## src/rtl/tst_pkg.sv

```systemverilog
`default_nettype none

package tst_pkg;

	// Fixed field widths of the item and result channels
	localparam int unsigned KIND_W    = 2;
	localparam int unsigned ID_W      = 64;
	localparam int unsigned QUAL_W    = 16;
	localparam int unsigned MISS_W    = 8;
	localparam int unsigned STATUS_W  = 3;
	localparam int unsigned SLOT_W    = 5;
	localparam int unsigned COUNT_W   = 6;
	localparam int unsigned CFG_IDX_W = 1;
	localparam int unsigned CFG_W     = 16;

	// Reset values of the configuration registers and the miss count ceiling
	localparam logic [QUAL_W-1:0] QUAL_FLOOR_RST = 16'd62259;
	localparam logic [MISS_W-1:0] MISS_LIMIT_RST = 8'd100;
	localparam logic [MISS_W-1:0] MISS_MAX       = 8'd255;

	// Item kinds
	localparam logic [KIND_W-1:0] KIND_FRAME_START = 2'd0;
	localparam logic [KIND_W-1:0] KIND_DETECTION   = 2'd1;
	localparam logic [KIND_W-1:0] KIND_FRAME_END   = 2'd2;

	// Result status codes
	localparam logic [STATUS_W-1:0] ST_TICK_DONE  = 3'd0;
	localparam logic [STATUS_W-1:0] ST_IGNORED    = 3'd1;
	localparam logic [STATUS_W-1:0] ST_CREATED    = 3'd2;
	localparam logic [STATUS_W-1:0] ST_MATCHED    = 3'd3;
	localparam logic [STATUS_W-1:0] ST_TABLE_FULL = 3'd4;
	localparam logic [STATUS_W-1:0] ST_FRAME_END  = 3'd5;

	// Configuration register indexes
	localparam logic [CFG_IDX_W-1:0] REG_QUAL_FLOOR = 1'b0;
	localparam logic [CFG_IDX_W-1:0] REG_MISS_LIMIT = 1'b1;

	typedef struct packed {
		logic [KIND_W-1:0] kind;
		logic [ID_W-1:0]   track_id;
		logic              is_stable;
		logic [QUAL_W-1:0] quality;
	} item_t;

	typedef struct packed {
		logic [STATUS_W-1:0] status;
		logic [SLOT_W-1:0]   slot;
		logic [QUAL_W-1:0]   stored_quality;
		logic [COUNT_W-1:0]  alive_count;
		logic [COUNT_W-1:0]  evicted_count;
	} result_t;

	// Contents of one track slot
	typedef struct packed {
		logic              alive;
		logic [ID_W-1:0]   track_id;
		logic [MISS_W-1:0] miss_count;
		logic [QUAL_W-1:0] quality;
	} slot_entry_t;

	// Sequencer control toward the ring of slot cells
	typedef struct packed {
		logic        shift;
		slot_entry_t head_new;
	} ring_ctl_t;

endpackage

`default_nettype wire

```

## src/rtl/tst_cell.sv

```systemverilog
`default_nettype none

module tst_cell import tst_pkg::*; (
	input  wire logic        clk,
	input  wire logic        arst_n,
	input  wire logic        shift,
	input  wire slot_entry_t load_entry,
	output slot_entry_t      entry
);

	logic              alive_q;
	logic [ID_W-1:0]   id_q;
	logic [MISS_W-1:0] miss_q;
	logic [QUAL_W-1:0] qual_q;

	// Take the neighbor's slot on every shift
	always_ff @(posedge clk or negedge arst_n) begin
		if (!arst_n) begin
			alive_q <= 1'b0;
			miss_q  <= '0;
			qual_q  <= '0;
		end else if (shift) begin
			alive_q <= load_entry.alive;
			miss_q  <= load_entry.miss_count;
			qual_q  <= load_entry.quality;
		end
	end

	// Id is only looked at while the slot is live
	always_ff @(posedge clk) begin
		if (shift) begin
			id_q <= load_entry.track_id;
		end
	end

	assign entry = '{alive: alive_q, track_id: id_q, miss_count: miss_q, quality: qual_q};

endmodule

`default_nettype wire

```

## src/rtl/tst_ctrl.sv

```systemverilog
`default_nettype none

module tst_ctrl import tst_pkg::*; #(
	parameter int unsigned SLOTS = 32
) (
	input  wire logic                 clk,
	input  wire logic                 arst_n,
	input  wire logic                 cfg_we,
	input  wire logic [CFG_IDX_W-1:0] cfg_index,
	input  wire logic [CFG_W-1:0]     cfg_data,
	input  wire logic                 item_valid,
	output logic                      item_stall,
	input  wire item_t                item,
	output logic                      result_valid,
	input  wire logic                 result_stall,
	output result_t                   result,
	input  wire slot_entry_t          head,
	output ring_ctl_t                 ring_ctl
);

	localparam int unsigned IDX_W = (SLOTS > 1) ? $clog2(SLOTS) : 1;
	localparam int unsigned CNT_W = $clog2(SLOTS + 1);
	localparam logic [IDX_W-1:0] IDX_LAST = IDX_W'(SLOTS - 1);

	typedef enum logic [3:0] {
		S_IDLE = 4'b0001,
		S_WALK = 4'b0010,
		S_FILL = 4'b0100,
		S_DONE = 4'b1000
	} state_t;

	state_t            state_q, state_d;
	item_t             item_q;
	logic [IDX_W-1:0]  idx_q, idx_d;
	logic              hit_found_q, hit_found_d;
	logic [IDX_W-1:0]  hit_idx_q, hit_idx_d;
	logic [QUAL_W-1:0] sq_q, sq_d;
	logic              free_found_q, free_found_d;
	logic [IDX_W-1:0]  free_idx_q, free_idx_d;
	logic [CNT_W-1:0]  alive_q, alive_d;
	logic [CNT_W-1:0]  evict_q, evict_d;
	logic [QUAL_W-1:0] thr_q;
	logic [MISS_W-1:0] limit_q;
	result_t           pend_q, pend_d;
	logic              pend_load;
	result_t           res_q;
	logic              res_valid_q;
	logic              accept;
	logic              res_load;
	logic [QUAL_W-1:0] new_qual;
	slot_entry_t       head_new;
	logic              last;

	assign item_stall = (state_q != S_IDLE);
	assign accept     = item_valid && !item_stall;
	assign res_load   = (state_q == S_DONE) && (!res_valid_q || !result_stall);
	assign last       = (idx_q == IDX_LAST);
	assign new_qual   = (item_q.quality >= thr_q) ? item_q.quality : '0;

	// Sequence one item over a lap (two for a new track) of the ring; ignored items skip the ring
	always_comb begin
		state_d      = state_q;
		idx_d        = idx_q;
		hit_found_d  = hit_found_q;
		hit_idx_d    = hit_idx_q;
		sq_d         = sq_q;
		free_found_d = free_found_q;
		free_idx_d   = free_idx_q;
		alive_d      = alive_q;
		evict_d      = evict_q;
		pend_d       = pend_q;
		pend_load    = 1'b0;
		head_new     = head;

		unique case (state_q)
			S_IDLE: begin
				if (accept) begin
					idx_d        = '0;
					hit_found_d  = 1'b0;
					free_found_d = 1'b0;
					evict_d      = '0;
					if (item.kind == KIND_FRAME_START || item.kind == KIND_FRAME_END ||
					    (item.kind == KIND_DETECTION && item.is_stable)) begin
						state_d = S_WALK;
					end else begin
						pend_load = 1'b1;
						pend_d    = '{status: ST_IGNORED, slot: '0, stored_quality: '0,
						              alive_count: COUNT_W'(alive_q), evicted_count: '0};
						state_d   = S_DONE;
					end
				end
			end
			S_WALK: begin
				unique case (item_q.kind)
					KIND_FRAME_START: begin
						if (head.alive && head.miss_count != MISS_MAX) begin
							head_new.miss_count = head.miss_count + MISS_W'(1);
						end
					end
					KIND_FRAME_END: begin
						if (head.alive && head.miss_count > limit_q) begin
							head_new.alive      = 1'b0;
							head_new.miss_count = '0;
							head_new.quality    = '0;
							evict_d             = evict_q + CNT_W'(1);
							alive_d             = alive_q - CNT_W'(1);
						end
					end
					KIND_DETECTION: begin
						if (head.alive && head.track_id == item_q.track_id) begin
							head_new.miss_count = '0;
							if (item_q.quality >= thr_q && item_q.quality > head.quality) begin
								head_new.quality = item_q.quality;
							end
							hit_found_d = 1'b1;
							hit_idx_d   = idx_q;
							sq_d        = head_new.quality;
						end
						if (!head.alive && !free_found_q) begin
							free_found_d = 1'b1;
							free_idx_d   = idx_q;
						end
					end
					default: begin
					end
				endcase
				idx_d = idx_q + IDX_W'(1);
				if (last) begin
					idx_d     = '0;
					pend_load = 1'b1;
					pend_d    = '{status: ST_TICK_DONE, slot: '0, stored_quality: '0,
					              alive_count: COUNT_W'(alive_d), evicted_count: '0};
					state_d   = S_DONE;
					if (item_q.kind == KIND_FRAME_END) begin
						pend_d.status        = ST_FRAME_END;
						pend_d.evicted_count = COUNT_W'(evict_d);
					end else if (item_q.kind == KIND_DETECTION) begin
						if (hit_found_d) begin
							pend_d.status         = ST_MATCHED;
							pend_d.slot           = SLOT_W'(hit_idx_d);
							pend_d.stored_quality = sq_d;
						end else if (free_found_d) begin
							pend_load = 1'b0;
							state_d   = S_FILL;
						end else begin
							pend_d.status = ST_TABLE_FULL;
						end
					end
				end
			end
			S_FILL: begin
				if (idx_q == free_idx_q) begin
					head_new = '{alive: 1'b1, track_id: item_q.track_id, miss_count: '0,
					             quality: new_qual};
					alive_d  = alive_q + CNT_W'(1);
				end
				idx_d = idx_q + IDX_W'(1);
				if (last) begin
					idx_d     = '0;
					pend_load = 1'b1;
					pend_d    = '{status: ST_CREATED, slot: SLOT_W'(free_idx_q),
					              stored_quality: new_qual, alive_count: COUNT_W'(alive_d),
					              evicted_count: '0};
					state_d   = S_DONE;
				end
			end
			S_DONE: begin
				if (res_load) begin
					state_d = S_IDLE;
				end
			end
			default: begin
				state_d = S_IDLE;
			end
		endcase
	end

	assign ring_ctl = '{shift: (state_q == S_WALK) || (state_q == S_FILL), head_new: head_new};

	// Advance the sequencer and its lap bookkeeping
	always_ff @(posedge clk or negedge arst_n) begin
		if (!arst_n) begin
			state_q      <= S_IDLE;
			idx_q        <= '0;
			hit_found_q  <= 1'b0;
			free_found_q <= 1'b0;
			alive_q      <= '0;
			evict_q      <= '0;
		end else begin
			state_q      <= state_d;
			idx_q        <= idx_d;
			hit_found_q  <= hit_found_d;
			free_found_q <= free_found_d;
			alive_q      <= alive_d;
			evict_q      <= evict_d;
		end
	end

	// Hold the item and the per-lap payload
	always_ff @(posedge clk) begin
		if (accept) begin
			item_q <= item;
		end
		hit_idx_q  <= hit_idx_d;
		sq_q       <= sq_d;
		free_idx_q <= free_idx_d;
		if (pend_load) begin
			pend_q <= pend_d;
		end
	end

	// Configuration writes
	always_ff @(posedge clk or negedge arst_n) begin
		if (!arst_n) begin
			thr_q   <= QUAL_FLOOR_RST;
			limit_q <= MISS_LIMIT_RST;
		end else if (cfg_we) begin
			unique case (cfg_index)
				REG_QUAL_FLOOR: thr_q   <= cfg_data;
				REG_MISS_LIMIT: limit_q <= cfg_data[MISS_W-1:0];
				default: begin
				end
			endcase
		end
	end

	// Output register: drop on transfer, load a finished result
	always_ff @(posedge clk or negedge arst_n) begin
		if (!arst_n) begin
			res_valid_q <= 1'b0;
		end else if (res_load) begin
			res_valid_q <= 1'b1;
		end else if (!result_stall) begin
			res_valid_q <= 1'b0;
		end
	end

	always_ff @(posedge clk) begin
		if (res_load) begin
			res_q <= pend_q;
		end
	end

	assign result_valid = res_valid_q;
	assign result       = res_q;

endmodule

`default_nettype wire

```

## src/rtl/track_slot_table.sv

```systemverilog
// track_slot_table
// Keeps SLOTS track slots in a ring of cells that rotates one slot per cycle
// while an item is worked, past a single head position that the sequencer reads and updates.
// Items come in on item_valid/item_stall, one result per item goes out on
// result_valid/result_stall; a transfer happens when valid is high and stall low.
// Configuration: cfg_we writes cfg_data into register cfg_index
// (0 quality threshold, 1 miss limit); write only while the block is idle.
// Work per item: a frame start, frame end or matched detection takes one
// lap of the ring, then the result is loaded into the output register. A
// detection that creates a slot takes a second lap to reach the free slot.
// Ignored items skip the ring and go straight to the output register;
// one item is in the ring at a time.
// item_stall is high while an item is being worked. A finished result waits
// in the output register while result_stall is high; the next item is then
// accepted and worked, and its result waits until the register frees up.
// Reset empties every slot, clears counters and restores the registers to
// threshold 62259 and miss limit 100; no clearing pass is needed.
`default_nettype none

module track_slot_table import tst_pkg::*; #(
	parameter int unsigned SLOTS = 32
) (
	input  wire logic                 clk,
	input  wire logic                 arst_n,
	input  wire logic                 cfg_we,
	input  wire logic [CFG_IDX_W-1:0] cfg_index,
	input  wire logic [CFG_W-1:0]     cfg_data,
	input  wire logic                 item_valid,
	output logic                      item_stall,
	input  wire item_t                item,
	output logic                      result_valid,
	input  wire logic                 result_stall,
	output result_t                   result
);

	slot_entry_t entries [SLOTS];
	ring_ctl_t   ring_ctl;

	tst_ctrl #(
		.SLOTS(SLOTS)
	) u_ctrl (
		.clk         (clk),
		.arst_n      (arst_n),
		.cfg_we      (cfg_we),
		.cfg_index   (cfg_index),
		.cfg_data    (cfg_data),
		.item_valid  (item_valid),
		.item_stall  (item_stall),
		.item        (item),
		.result_valid(result_valid),
		.result_stall(result_stall),
		.result      (result),
		.head        (entries[0]),
		.ring_ctl    (ring_ctl)
	);

	// Ring of slot cells: each takes its upper neighbor, the last takes the updated head
	for (genvar i = 0; i < SLOTS; i++) begin : g_cell
		slot_entry_t load_entry;
		if (i == SLOTS - 1) begin : g_tail
			assign load_entry = ring_ctl.head_new;
		end else begin : g_body
			assign load_entry = entries[i+1];
		end
		tst_cell u_cell (
			.clk       (clk),
			.arst_n    (arst_n),
			.shift     (ring_ctl.shift),
			.load_entry(load_entry),
			.entry     (entries[i])
		);
	end

endmodule

`default_nettype wire
```

## config.mk

```make
export PLATFORM = sky130hd
export DESIGN_NAME = track_slot_table
export DESIGN_NICKNAME = d
export VERILOG_FILES = /design/src/rtl/tst_pkg.sv /design/src/rtl/tst_cell.sv /design/src/rtl/tst_ctrl.sv /design/src/rtl/track_slot_table.sv
export SDC_FILE = /design/constraint.sdc
export NUM_CORES = 2
export LEC_CHECK = 0
export BUFFER_PORTS_ARGS = -buffer_cell sky130_fd_sc_hd__buf_2
export CAP_MARGIN = 10
export CORE_UTILIZATION = 49
export CTS_CLUSTER_SIZE = 16
export DETAILED_ROUTE_END_ITERATION = 8
export HOLD_SLACK_MARGIN = 0.08
export PLACE_DENSITY = 0.67
export RECOVER_POWER = 100
export SKIP_LAST_GASP = 1
export SLEW_MARGIN = 20
export SYNTH_ARGS = -nofsm -noshare
export SYNTH_HDL_FRONTEND = slang
export SYNTH_SLANG_ARGS = --single-unit
```

## constraint.sdc

```tcl
create_clock -name clk -period 60.2 [get_ports clk]
set_input_delay 15.05 -clock clk [delete_from_list [all_inputs] [get_ports clk]]
set_output_delay 15.05 -clock clk [all_outputs]
set_load 0.05 [all_outputs]
```

==> metrics.cfg <==
[pwr]
p_leak_nw=45.7
seqPwrFrac_pct=55.6
peakVddDrop_uv=35.4
share_comb_of_total_power_pct=6.2
p_int_w=0.00378
clockPowerShare_pct=38.2
powerDensity_nw_per_um2=41.9
power.switching_w=0.00109
swShare_pct=22.5

[placement]
placed_cells=9191
dp_hpwl_mm=83.4
port_buffers=142
gp_congestion=0.783

[die]
die_y_um=460
design.die.area_um2=212000
initial_core_util_pct=49.5
ios=143
rows=167
core_area_um2=208000
die_w_um=460

[cells_and_area]
multi_input_area_um2=13600
nets=6879
stdcell_count=9736
final_cell_mix=nand2_1 (2510), edfxtp_1 (2228), dfrtp_1 (834), clkbuf_16 (318), clkbuf_1 (162)
seq_area_um2=88100
layout_commonest_cell=nand2_1
drive_above_1_share_pct=8.61
area_delta_synth_final_pct=13.0
fill_cells=15874
final_util_pct=55.9

[clock_network]
cts_resized=0
clk_pin_slew_ns=0.06
clkLatencyLatePin_ns=0.94
postCtsSetupBuffers=0
cts_sinks=3076
clockBufferDepth=4
cts_tree=done
holdBufCountCts=0
numCtsBuffers=314
htree_levels=5
root_buffer=clkbuf_16

[detailed_routing]
dr.pass1.iters=6
drt-initial-drc-count=4394
vias_per_cell=4.92
wl_per_cell_um=16.2
drc=0
vias=47946
ant_nets=0
routed_wl_mm=158

[critical_path]
crit_cells=12
worstPathCellList=nor2_1, nand3b_1, clkbuf_1, inv_1, nor2_1, clkinvlp_2, clkbuf_1, clkbuf_1, clkbuf_1, clkbuf_1, clkbuf_1, clkbuf_1
arrival_ns=28.52
crit_path_start_kind=flop
critPathMostFrequentCell=clkbuf_1
worstPathMaxFanout=219
worst-path-buf-inv=9
path_delay_family=buffers and inverters
crit_slowest_cell=clkbuf_1
reg2regPathDepth=12
crit_required_ns=60.40
path_class=reg -> reg
slowest_delay_ns=7.44
crit_path_end_kind=flop

[global_routing]
grt_max_degree=279
grt_first_pass_wirelength_mm=255
grt_pass1_vias=46699
grt_overflow=0
antenna_found_initial=3
grt_usage_pct=15.1

[min_path]
whs_path_depth=0
min_path_type=reg -> reg

[sta]
tightest_slew_ns=10.52
worst_clock_skew_ns=0.104
layout_min_cycle_time_ns=28.32
slew_viol_final=4781
fin_crit_sh_pct=47.1
max_freq_mhz=35.3
finalSetupViolCount=0
finalHoldViolCount=0
fin_setup_tns_ns=0
slew_headroom_pct=-602
rsz0062_at_grt=no

[yosys]
async_reset_ff_share_pct=27.6
syn_nets=6576
yosysWarningCount=0
synth_edf_count=2228
postSynthAreaPerCell_um2=16.0
synthesis.area_um2=103000
synthCells=6421
yosysSeqAreaShare_pct=85.6
synth_seq_cells=3076
ys_types=65
synth_flop_cell=edfxtp_1

[outcome]
status=complete, but fails checks
failed_checks=max-capacitance violations, max-slew violations

[job]
maxCapViolCount=57

-- state kept, by name (all words and copies together), names as in the netlist, 4 cells and up --
| signal | flops |
|---|---|
| g_cell.u_cell.id_q | 2048 |
| g_cell.u_cell.qual_q | 512 |
| g_cell.u_cell.miss_q | 256 |
| u_ctrl.item_q | 82 |
| u_ctrl.pend_q | 36 |
| u_ctrl.result | 36 |
| g_cell.u_cell.alive_q | 32 |
| u_ctrl.sq_q | 16 |
| u_ctrl.thr_q | 16 |
| u_ctrl.limit_q | 8 |
| u_ctrl.alive_q | 6 |
| u_ctrl.evict_q | 6 |
| u_ctrl.free_idx_q | 5 |
| u_ctrl.hit_idx_q | 5 |
| u_ctrl.idx_q | 5 |
| u_ctrl.state_q | 4 |
-- layout make-up --
cell class                 count  area share, %
sequential                  3076           75.8
multi-input combinational   3057           11.7
clock buffer                 402           7.28
tap                         2788           3.00
clock inverter               135           1.18
timing repair buffer         204          0.806
inverter                      71          0.231
antenna                        3        0.00645
-- cells in the mapped netlist (3+ instances only) --
master     count  area (um^2)
nand4_1       20          125
a221oi_1       7         61.3
a21oi_1       29          145
a31oi_1       11         68.8
nor2b_1       15         93.8
mux2_2        46          518
a2111o_1       4         45.0
o211ai_1       5         37.5
a21o_1         4         30.0
ha_1          50          626
a221oi_2      10          150
dfstp_2       14          368
nand3_1       14         70.1
o2111ai_1      4         35.0
nand2b_1      14         87.6
xnor2_1       46          403
and3_1         5         31.3
buf_2          9         45.0
buf_1          9         33.8
edfxtp_1    2228        66900
dfrtp_1      834        20900
a22o_1        24          210
nor2_1        56          210
o21ai_0       74          370
nor4_1         8         50.1
o31ai_1        3         22.5
o32ai_2       10          163
clkbuf_1     197          739
a22oi_1        8         60.1
or2_2          5         31.3
o22ai_1        7         43.8
nor3_1        12         60.1
inv_1         70          263
o32ai_1        5         43.8
xor2_1        16          140
nand2_1     2510         9420
-- routing by layer --
layer	global-route usage [%]	up-vias	share of wire, %
met1	23.5	23773	49
li1	-	22788	-
met3	2.95	333	5.4
met5	0	-	0.014
met2	21.3	1048	43
met4	5.08	4	2.6
-- kinds of logic (layout without fill, tap and decap cells) --
| logic type | after synthesis | in the layout | share of synthesized area, % |
|---|---|---|---|
| XOR/XNOR | 62 | 62 | 0.528 |
| AND/OR/NAND/NOR | 2675 | 2675 | 10.0 |
| flip-flops | 3076 | 3076 | 85.6 |
| buffers and inverters | 288 | 812 | 1.07 |
| multiplexers | 48 | 48 | 0.524 |
| other | 0 | 3 | 0 |
| adder cells (fa/ha/maj) | 50 | 50 | 0.608 |
| AO/OA/AOI/OAI | 222 | 222 | 1.61 |
-- path summary, 6_finish.rpt --
check | slack, ns | end | from
max | 31.88 | g_cell[18].u_cell.id_q[33] | u_ctrl.state_q[0]
min | 0.38 | g_cell[7].u_cell.id_q[30] | g_cell[8].u_cell.id_q[30]
max reg2reg | 31.88 | g_cell[18].u_cell.id_q[33] | u_ctrl.state_q[0]
min reg2reg | 0.38 | g_cell[7].u_cell.id_q[30] | g_cell[8].u_cell.id_q[30]
max in group asynchronous | 34.67 | g_cell[14].u_cell.miss_q[3] | arst_n
min in group asynchronous | 15.55 | u_ctrl.thr_q[10] | arst_n
-- power groups by stage --
stage	combinational [W]	clock (W)	sequential (W)
final	0.000301	0.00186	0.00271
after global placement	0.000306	0	0.00270
after global routing	0.000339	0.00199	0.00274
after floorplan	0.000215	0	0.00329
after CTS	0.000317	0.00192	0.00267
after detailed placement	0.000316	0	0.00271
-- metrics by stage --
stage | hold slack, ns | instance area (um^2) | setup WS [ns] | total power (W)
after floorplan | 0.400 | 103000 | 0.491 | 0.00351
after global placement | 0.400 | 107000 | 42.14 | 0.00301
after detailed placement | 0.405 | 107000 | 42.04 | 0.00302
after CTS | 0.376 | 117000 | 42.68 | 0.00490
after global routing | 0.394 | 116000 | 28.66 | 0.00507
final | 0.382 | 116000 | 31.88 | 0.00487
Power figures use the tool's default switching activity.
